### src/blsr_pkg.sv
// Shared types and constants for the bounded list store with remove-all.
`default_nettype none

package blsr_pkg;

    localparam int DEPTH_DEF      = 256;
    localparam int ELEM_WIDTH_DEF = 32;

    localparam int OP_W      = 2;
    localparam int DATA_W    = 32;
    localparam int INDEX_W   = 8;
    localparam int COUNT_W   = 9;
    localparam int S_TDATA_W = 48;
    localparam int M_TDATA_W = 48;

    localparam logic [OP_W-1:0] OP_APPEND = 2'd0;
    localparam logic [OP_W-1:0] OP_READ   = 2'd1;
    localparam logic [OP_W-1:0] OP_REMOVE = 2'd2;

    typedef enum logic [1:0] {
        STAT_OK    = 2'd0,
        STAT_RANGE = 2'd1,
        STAT_FULL  = 2'd2
    } status_t;

    typedef enum logic [1:0] {
        S_IDLE = 2'd0,
        S_READ = 2'd1,
        S_SCAN = 2'd2
    } state_t;

    typedef struct packed {
        logic [DATA_W-1:0]  read_data;
        status_t            status;
        logic [COUNT_W-1:0] count;
        logic               is_empty;
    } res_t;

endpackage

`default_nettype wire

### src/blsr_ctrl.sv
// Sequencer and shared compare unit: append, indexed read, remove-all scan.
`default_nettype none

module blsr_ctrl #(
    parameter int DEPTH      = blsr_pkg::DEPTH_DEF,
    parameter int ELEM_WIDTH = blsr_pkg::ELEM_WIDTH_DEF
) (
    input  wire logic                              aclk,
    input  wire logic                              aresetn,
    input  wire logic                              in_accept,
    input  wire logic [blsr_pkg::OP_W-1:0]         in_op,
    input  wire logic [blsr_pkg::DATA_W-1:0]       in_value,
    input  wire logic [blsr_pkg::INDEX_W-1:0]      in_index,
    output logic                                   idle,
    output logic                                   mem_we,
    output logic      [$clog2(DEPTH)-1:0]          mem_waddr,
    output logic      [ELEM_WIDTH-1:0]             mem_wdata,
    output logic      [$clog2(DEPTH)-1:0]          mem_raddr,
    input  wire logic [ELEM_WIDTH-1:0]             mem_rdata,
    output blsr_pkg::res_t                         res,
    output logic                                   res_load
);

    localparam int AW   = $clog2(DEPTH);
    localparam int CW   = $clog2(DEPTH + 1);
    localparam int CMPW = (CW > blsr_pkg::INDEX_W) ? CW : blsr_pkg::INDEX_W;

    blsr_pkg::state_t      state_reg, state_next;
    logic [CW-1:0]         count_reg, count_next;
    logic [CW-1:0]         scan_reg, scan_next;
    logic [CW-1:0]         kept_reg, kept_next;
    logic                  pend_reg, pend_next;
    logic                  hit_reg, hit_next;
    logic [ELEM_WIDTH-1:0] value_reg, value_next;

    always_ff @(posedge aclk) begin
        if (!aresetn) begin
            state_reg <= blsr_pkg::S_IDLE;
            count_reg <= '0;
            pend_reg  <= 1'b0;
        end else begin
            state_reg <= state_next;
            count_reg <= count_next;
            pend_reg  <= pend_next;
        end
    end

    always_ff @(posedge aclk) begin
        scan_reg  <= scan_next;
        kept_reg  <= kept_next;
        hit_reg   <= hit_next;
        value_reg <= value_next;
    end

    always_comb begin
        state_next    = state_reg;
        count_next    = count_reg;
        scan_next     = scan_reg;
        kept_next     = kept_reg;
        pend_next     = pend_reg;
        hit_next      = hit_reg;
        value_next    = value_reg;
        mem_we        = 1'b0;
        mem_waddr     = count_reg[AW-1:0];
        mem_wdata     = ELEM_WIDTH'(in_value);
        mem_raddr     = AW'(in_index);
        res_load      = 1'b0;
        res.read_data = '0;
        res.status    = blsr_pkg::STAT_OK;

        unique case (state_reg)
            blsr_pkg::S_IDLE: begin
                if (in_accept) begin
                    case (in_op)
                        blsr_pkg::OP_APPEND: begin
                            if (count_reg == CW'(DEPTH)) begin
                                res.status = blsr_pkg::STAT_FULL;
                            end else begin
                                mem_we     = 1'b1;
                                count_next = count_reg + 1'b1;
                            end
                            res_load = 1'b1;
                        end
                        blsr_pkg::OP_READ: begin
                            hit_next   = CMPW'(in_index) < CMPW'(count_reg);
                            state_next = blsr_pkg::S_READ;
                        end
                        blsr_pkg::OP_REMOVE: begin
                            value_next = ELEM_WIDTH'(in_value);
                            scan_next  = '0;
                            kept_next  = '0;
                            pend_next  = 1'b0;
                            state_next = blsr_pkg::S_SCAN;
                        end
                        default: begin
                            res_load = 1'b1;
                        end
                    endcase
                end
            end
            blsr_pkg::S_READ: begin
                if (hit_reg) begin
                    res.read_data = blsr_pkg::DATA_W'(mem_rdata);
                end else begin
                    res.status = blsr_pkg::STAT_RANGE;
                end
                res_load   = 1'b1;
                state_next = blsr_pkg::S_IDLE;
            end
            blsr_pkg::S_SCAN: begin
                mem_raddr = scan_reg[AW-1:0];
                // keep survivors, compacting toward the front
                if (pend_reg && (mem_rdata != value_reg)) begin
                    mem_we    = 1'b1;
                    mem_waddr = kept_reg[AW-1:0];
                    mem_wdata = mem_rdata;
                    kept_next = kept_reg + 1'b1;
                end
                if (scan_reg < count_reg) begin
                    pend_next = 1'b1;
                    scan_next = scan_reg + 1'b1;
                end else begin
                    pend_next = 1'b0;
                    if (!pend_reg) begin
                        count_next = kept_reg;
                        res_load   = 1'b1;
                        state_next = blsr_pkg::S_IDLE;
                    end
                end
            end
            default: begin
                state_next = blsr_pkg::S_IDLE;
            end
        endcase

        res.count    = blsr_pkg::COUNT_W'(count_next);
        res.is_empty = (count_next == '0);
    end

    assign idle = (state_reg == blsr_pkg::S_IDLE);

endmodule

`default_nettype wire

### config.mk
export PLATFORM = sky130hd
export DESIGN_NAME = blsr_ctrl
export DESIGN_NICKNAME = d
export VERILOG_FILES = /design/src/blsr_pkg.sv /design/src/blsr_ctrl.sv
export SDC_FILE = /design/constraint.sdc
export NUM_CORES = 1
export LEC_CHECK = 0
export ABC_AREA = 1
export BUFFER_PORTS_ARGS = -buffer_cell sky130_fd_sc_hd__buf_2
export CAP_MARGIN = 20
export CORE_MARGIN = 10
export CORE_UTILIZATION = 35
export DETAILED_ROUTE_END_ITERATION = 10
export SLEW_MARGIN = 25
export SYNTH_ARGS = -nofsm -noshare
export SYNTH_HDL_FRONTEND = slang
export SYNTH_SLANG_ARGS = --single-unit
export TNS_END_PERCENT = 20
### constraint.sdc
create_clock -name aclk -period 4.4 [get_ports aclk]
set_input_delay 0.88 -clock aclk [delete_from_list [all_inputs] [get_ports aclk]]
set_output_delay 0.88 -clock aclk [all_outputs]
set_load 0.005 [all_outputs]
==> qor.csv, run 1 <==
metric,value,unit
outcome,"finished, final reports clean",
CORE AREA,13300,µm²
PnR Total Power,1.77,mW
final-stage net count,905,
vias per cell,4.86,
Yosys warning total,0,
FF-to-FF setup slack,1.48,ns
VDD IR max,0.144,mV
fillers,1395,
"Reg clk slew, reported paths",0.06,ns
syn avg cell area,7.48,µm²
Worst Path Arrival,2.71,ns
synthesis-to-finish area growth,27.8,%
GRT Residual Overflow,0,
initial DRC count,253,
Initial Util,0.361,
Crit. End Element,primary output,
flop and latch count out of synthesis,63,
Yosys top cell area share,0.318,
gp weighted congestion,0.862,
fin. max-slew vios,0,
total wire length,15.4,mm
input/output buffers,171,
cell area after synthesis,4810,µm²
gr usage total,0.157,
Slew HR,0.331,
Setup crit start,count_reg[4],
Worst-Skew Late Latency,0.33,ns
WP data required,3.52,ns
Final Hold Vio Count,0,
number of global-route vias before repair,4492,
row cnt,42,
"Primary FF master, synth",edfxtp_1,
crit path max fanout,16,
post-route ant nets,0,
post-layout min period,3.59,ns
Yosys cell types,40,
Yosys top cell by area,edfxtp_1,
DIE AREA,18800,µm²
first-pass GRT wire length,23.6,mm
height of the chip,137,µm
largest net degree at the start of global routing,65,
CTS sink count,63,
commonest cells in the synthesized netlist,"nand2_1 (144), inv_1 (76), edfxtp_1 (51)",
max-cap viol count,0,
part of the cycle the worst path needs,0.815,
Die X,137,µm
I/O Pins,172,
CTS Buf Count,9,
HP Start,scan_reg[0],
Largest register FFs,32,
top-count cell post-synth,nand2_1,
layout cells sized above 1,0.317,
sequential element share of the synthesized area,0.368,
WS Path Type,reg2out,
Synth async-reset ratio,0,
Worst Skew,0.00569,ns
RSZ-0062 raised after global routing,false,
Synth area leaders,"edfxtp_1 (32%), nand2_1 (11%), inv_1 (5.9%)",
Post-Synthesis Cells,644,
worst reg2reg startpoint,count_reg[4],
DRT Pass-1 Iters,4,
cts repair resizes,0,
final setup vio count,0,
# diodes,0,
DRC viols,0,
DP HPWL,12.4,mm
TNS Setup,0,ns
Fmax,279,MHz
Pwr per Cell Area,287,nW/µm²
initial antenna violation count,0,
Slew @ Worst Pin,1.00,ns
Hold Crit Class,reg2reg,
Wirelength per Cell,15.6,µm
htree depth,3,
Post-synth EDFFs,51,
Post-Syn Nets,743,
CTS tree,yes,
hold buffer count at CTS,0,
# Post-CTS Setup Buffers,0,
Leak Pwr,2.98,nW
root buf cell,clkbuf_16,
Clock Tree Buf Depth,2,
crit start category,flop,
Vias,4799,
[power breakdown]
group	internal, mW	switching [mW]	total (mW)
Clock	0.525	0.262	0.787
Combinational	0.117	0.174	0.291
Sequential	0.669	0.0192	0.688
[area by class of cell]
cell class / instances / area, µm² / area share
clock inverter: 5 / 80.1 / 0.0130
inverter: 96 / 365 / 0.0594
multi-input combinational: 461 / 2560 / 0.417
sequential: 63 / 1770 / 0.288
clock buffer: 11 / 253 / 0.0411
timing repair buffer: 175 / 898 / 0.146
tap: 176 / 220 / 0.0358
[final timing paths]
path / end / cells after the start
worst max register to register: scan_reg[8] / 11
worst min register to register: scan_reg[0] / 1
worst max-delay path: res[0] / 16
worst min-delay path: scan_reg[0] / 1
[cells in the final DEF (no fill, tap or decap), types with 6 or more instances in the layout]
cell type    n
buf_2      171
nand2_1    144
inv_1       76
edfxtp_1    51
nor3_1      45
o21ai_1     44
nor2_1      36
o21ai_0     29
nand3_1     24
a21oi_1     22
ha_1        22
inv_2       17
xnor2_1     13
nand2_2     12
dfxtp_1     12
nand3_2     11
or2_1       10
clkbuf_16    9
xor2_1       8
nor2_2       6
[cells by family after synthesis]
family          Yosys count  share of synthesized area
simple gates            309                      0.312
buf+inv                 120                      0.101
compound gates          109                      0.124
flops                    63                      0.368
fa+ha+maj                22                     0.0572
xor+xnor                 21                     0.0382
[routing by layer]
layer | global-route usage | wire length, µm
met5 | 0 | 0
met3 | 0.0408 | 1450
met4 | 0.0515 | 170
met1 | 0.204 | 7020
met2 | 0.249 | 6720
[worst max-delay path, stage by stage, from the launching register on]
cell     delay [ns]
dfxtp_1        0.51
inv_2          0.15
ha_1           0.34
nand2_1        0.09
inv_1          0.04
nand2_1        0.05
nand2_1        0.04
nand2_1        0.13
nand3_4        0.19
inv_1          0.15
nand2_1        0.07
nand3_2        0.10
nand2_2        0.07
nor2_1         0.14
nand3_1        0.10
nor2_2         0.08
buf_2          0.11
[through the flow]
stage | cell area [µm²] | util | hold slack [ns] | std cells | worst slack [ns]
5_1_grt | 6150 | 0.461 | 0.644 | 987 | 0.614
3_5_place_dp | 5820 | 0.436 | 0.596 | 971 | 0.835
6_report | 6150 | 0.461 | 0.608 | 987 | 0.814
3_3_place_gp | 5820 | 0.436 | 0.592 | 971 | 0.855
2_1_floorplan | 4810 | - | 0.540 | 644 | 1.36
4_1_cts | 6150 | 0.461 | 0.604 | 987 | 0.777
(Power assumes the default switching activity.)
==> run 2: changes to the inputs <==
--- a/config.mk
+++ b/config.mk
@@ -5,7 +5,7 @@
 export SDC_FILE = /design/constraint.sdc
 export NUM_CORES = 1
 export LEC_CHECK = 0
-export ABC_AREA = 1
+export ABC_AREA = 0
 export BUFFER_PORTS_ARGS = -buffer_cell sky130_fd_sc_hd__buf_2
 export CAP_MARGIN = 20
 export CORE_MARGIN = 10
==> constraint.sdc (replaced) <==
create_clock -name aclk -period 3.1 [get_ports aclk]
set_input_delay 0.62 -clock aclk [delete_from_list [all_inputs] [get_ports aclk]]
set_output_delay 0.62 -clock aclk [all_outputs]
set_load 0.005 [all_outputs]
==> run 2 against run 1 <==
Clock skew fell by 0.0014 ns. Total power rose by 37%. Largest cell class unchanged. Critical path depth fell by 6. Core utilization rose by 5.5 points. Wire length fell by 4.1%. Final cell count fell by 14%. Die area fell by 6.7%. Sequential cell count did not move. Sequential power rose by 41%. First-iteration DRC count rose by 20%. Highest routed layer unchanged. Critical path type unchanged. Non-clock buffer count rose by 65. The flow now finishes with violations (setup timing).
==> qor.csv, run 2 <==
metric,value,unit,change
Yosys cell types,65,,was 40
Post-Layout Inst Area,6450,µm²,was 6150 µm²
initial DRC count,304,,was 253
Die X,133,µm,was 137 µm
Setup crit start,scan_reg[8],,was count_reg[4]
Sw Share,0.243,,was 0.258
"commonest non-fill, non-tap cell in the layout",buf_2,,unchanged
worst-case reg-to-reg path depth,11,,unchanged
Pwr per Cell Area,375,nW/µm²,was 287 nW/µm²
Logic pwr share,0.179,,was 0.165
Int Power,1.83,mW,was 1.31 mW
Synth area leaders,"edfxtp_1 (35%), mux2_2 (8.4%), xnor2_1 (7.3%)",,"was edfxtp_1 (32%), nand2_1 (11%), inv_1 (5.9%)"
Final Hold Vio Count,0,,unchanged
flop and latch count out of synthesis,63,,unchanged
Post-synth EDFFs,51,,unchanged
clock power share,0.421,,was 0.446
Initial Util,0.355,,was 0.361
setup ws final,-0.426,ns,was 0.814 ns
sequential element share of the synthesized area,0.399,,was 0.368
htree depth,3,,unchanged
gp weighted congestion,0.873,,was 0.862
Post-Synthesis Cells,442,,was 644
CP Capture Point,res[0],,unchanged
gr usage total,0.163,,was 0.157
max-cap viol count,0,,unchanged
number of global-route vias before repair,4224,,"was 4,492"
fin. max-slew vios,0,,unchanged
Largest register FFs,32,,unchanged
Hold WS,0.477,ns,was 0.608 ns
row cnt,41,,was 42
crit path max fanout,3,,was 16
height of the chip,133,µm,was 137 µm
Slew HR,0.711,,was 0.331
Clock Tree Buf Depth,2,,unchanged
Wirelength per Cell,17.3,µm,was 15.6 µm
failing checks,setup timing,,
Leak Pwr,2.80,nW,was 2.98 nW
syn avg cell area,10.0,µm²,was 7.48 µm²
final-stage net count,774,,was 905
outcome,"complete, but fails checks",,"was finished, final reports clean"
post-layout min period,3.53,ns,
register area,1780,µm²,was 1770 µm²
commonest cells in the synthesized netlist,"edfxtp_1 (51), and2_1 (43), nand2_1 (42)",,"was nand2_1 (144), inv_1 (76), edfxtp_1 (51)"
P_sw,0.590,mW,was 0.455 mW
Fmax,284,MHz,
initial antenna violation count,0,,unchanged
GRT Residual Overflow,0,,unchanged
DRC viols,0,,unchanged
sequential share of power,0.400,,was 0.390
RSZ-0062 raised after global routing,true,,was false
WP data required,2.48,ns,was 3.52 ns
Yosys top cell by area,edfxtp_1,,unchanged
Worst Skew,0.00428,ns,was 0.00569 ns
CTS Buf Count,9,,unchanged
crit start category,flop,,unchanged
Yosys warning total,0,,unchanged
# diodes,0,,unchanged
Worst Path Arrival,2.91,ns,was 2.71 ns
Worst-Skew Late Latency,0.33,ns,about the same
input/output buffers,171,,unchanged
largest net degree at the start of global routing,33,,was 65
first-pass GRT wire length,23.2,mm,was 23.6 mm
Util after Layout,0.516,,was 0.461
DIE AREA,17600,µm²,"was 18,800 µm²"
vias per cell,4.83,,was 4.86
Synth async-reset ratio,0,,unchanged
FF-to-FF setup slack,0.72,ns,was 1.48 ns
hold buffer count at CTS,0,,unchanged
DP HPWL,12.0,mm,was 12.4 mm
DRT Pass-1 Iters,6,,was 4
root buf cell,clkbuf_16,,unchanged
Vias,4118,,"was 4,799"
I/O Pins,172,,unchanged
CORE AREA,12500,µm²,"was 13,300 µm²"
total wire length,14.7,mm,was 15.4 mm
VDD IR max,0.240,mV,was 0.144 mV
cell area after synthesis,4440,µm²,was 4810 µm²
worst r2r dst,count_reg[4],,was scan_reg[8]
"Reg clk slew, reported paths",0.05,ns,was 0.06 ns
part of the cycle the worst path needs,1.14,,
dpl cell area,5950,µm²,was 5820 µm²
post-route ant nets,0,,unchanged
Hold Crit Class,in2reg,,was reg2reg
fillers,1204,,"was 1,395"
CTS tree,yes,,unchanged
synthesis-to-finish area growth,45.4,%,was 27.8%
"Primary FF master, synth",edfxtp_1,,unchanged
CTS sink count,63,,unchanged
TNS Setup,-0.769,ns,was 0 ns
Yosys top cell area share,0.345,,was 0.318
Slew @ Worst Pin,0.430,ns,was 1.00 ns
worst reg2reg startpoint,scan_reg[8],,was count_reg[4]
layout cells sized above 1,0.484,,was 0.317
top-count cell post-synth,edfxtp_1,,was nand2_1
Crit. End Element,primary output,,unchanged
WS Path Type,reg2out,,unchanged
multi-input logic area,2670,µm²,was 2560 µm²
most frequent cells in the layout,"buf_2 (169), buf_4 (63), edfxtp_1 (51)",,"was buf_2 (171), nand2_1 (144), inv_1 (76)"
final setup vio count,5,,was 0
pre-CTS worst setup slack,-0.252,ns,was 0.835 ns
Post-Syn Nets,541,,was 743
==> run 2: cell count changes after synthesis, moves of 12 or more <==
cell,before,now
inv_2,17,1
o21ai_1,44,2
mux2_2,0,33
and2_1,0,43
nand2_2,12,0
xnor2_1,13,37
nor3_1,45,4
nand2_1,144,42
inv_1,76,15
==> run 2: critical path: stages (launching register included) <==
cell and delay [ns]:
edfxtp_1 0.43, ha_4 0.30, and4_4 0.24, o21ai_2 0.07, buf_4 0.14, o211ai_4 0.10
o21ai_2 0.10, a221o_1 0.35, or4_4 0.54, nor4_4 0.14, buf_2 0.15
==> run 2: cell families after synthesis <==
| family | synth area share |
|---|---|
| compound gates | 0.105 |
| flops | 0.399 |
| mux | 0.0882 |
| buf+inv | 0.0361 |
| fa+ha+maj | 0.0620 |
| simple gates | 0.224 |
| xor+xnor | 0.0849 |
==> run 2: worst min-delay path by stage <==
stage,from,end,slack (ns),cells after the start
global route,in_value[24],value_reg[24],0.47,1
finish,in_value[17],value_reg[17],0.48,1
global placement,kept_reg[8],kept_reg[8],0.61,2
floorplan,kept_reg[8],kept_reg[8],0.57,2
detailed placement,kept_reg[8],kept_reg[8],0.62,2
CTS,in_value[17],value_reg[17],0.46,1
==> run 2: repair_timing <==
| action | in CTS | in global routing |
|---|---|---|
| buffers inserted | 4 | 3 |
| setup endpoints to repair | 9 | 12 |
| pin swaps | 13 | 4 |
| gates resized for setup | 17 | 7 |
==> run 2: cell type report <==
class                           instances  area share
Sequential cell                        63       0.275
Clock buffer                           13      0.0403
Clock inverter                          3     0.00659
Tap cell                              172      0.0333
Inverter                               16     0.00930
Multi-Input combinational cell        345       0.413
Timing Repair Buffer                  240       0.222
==> run 2: power by group through the flow <==
stage	sequential [mW]	combinational, mW	clock, mW
5_1_grt	0.973	0.476	1.08
6_report	0.971	0.433	1.02
3_3_place_gp	0.985	0.404	0
4_1_cts	0.969	0.429	1.05
3_5_place_dp	0.986	0.409	0
2_1_floorplan	0.982	0.198	0
==> run 2: through the flow <==
step | power (mW) | cells
2_1_floorplan | 1.18 | 442
3_3_place_gp | 1.39 | 829
3_5_place_dp | 1.39 | 829
4_1_cts | 2.44 | 849
5_1_grt | 2.53 | 852
6_report | 2.42 | 852
==> run 2: layer usage <==
layer / vias up / track usage / wire, µm
met5: - / 0 / 0
met2: 106 / 0.271 / 7250
li1: 2066 / - / -
met4: 0 / 0.0513 / 149
met1: 1938 / 0.202 / 6540
met3: 8 / 0.0405 / 774
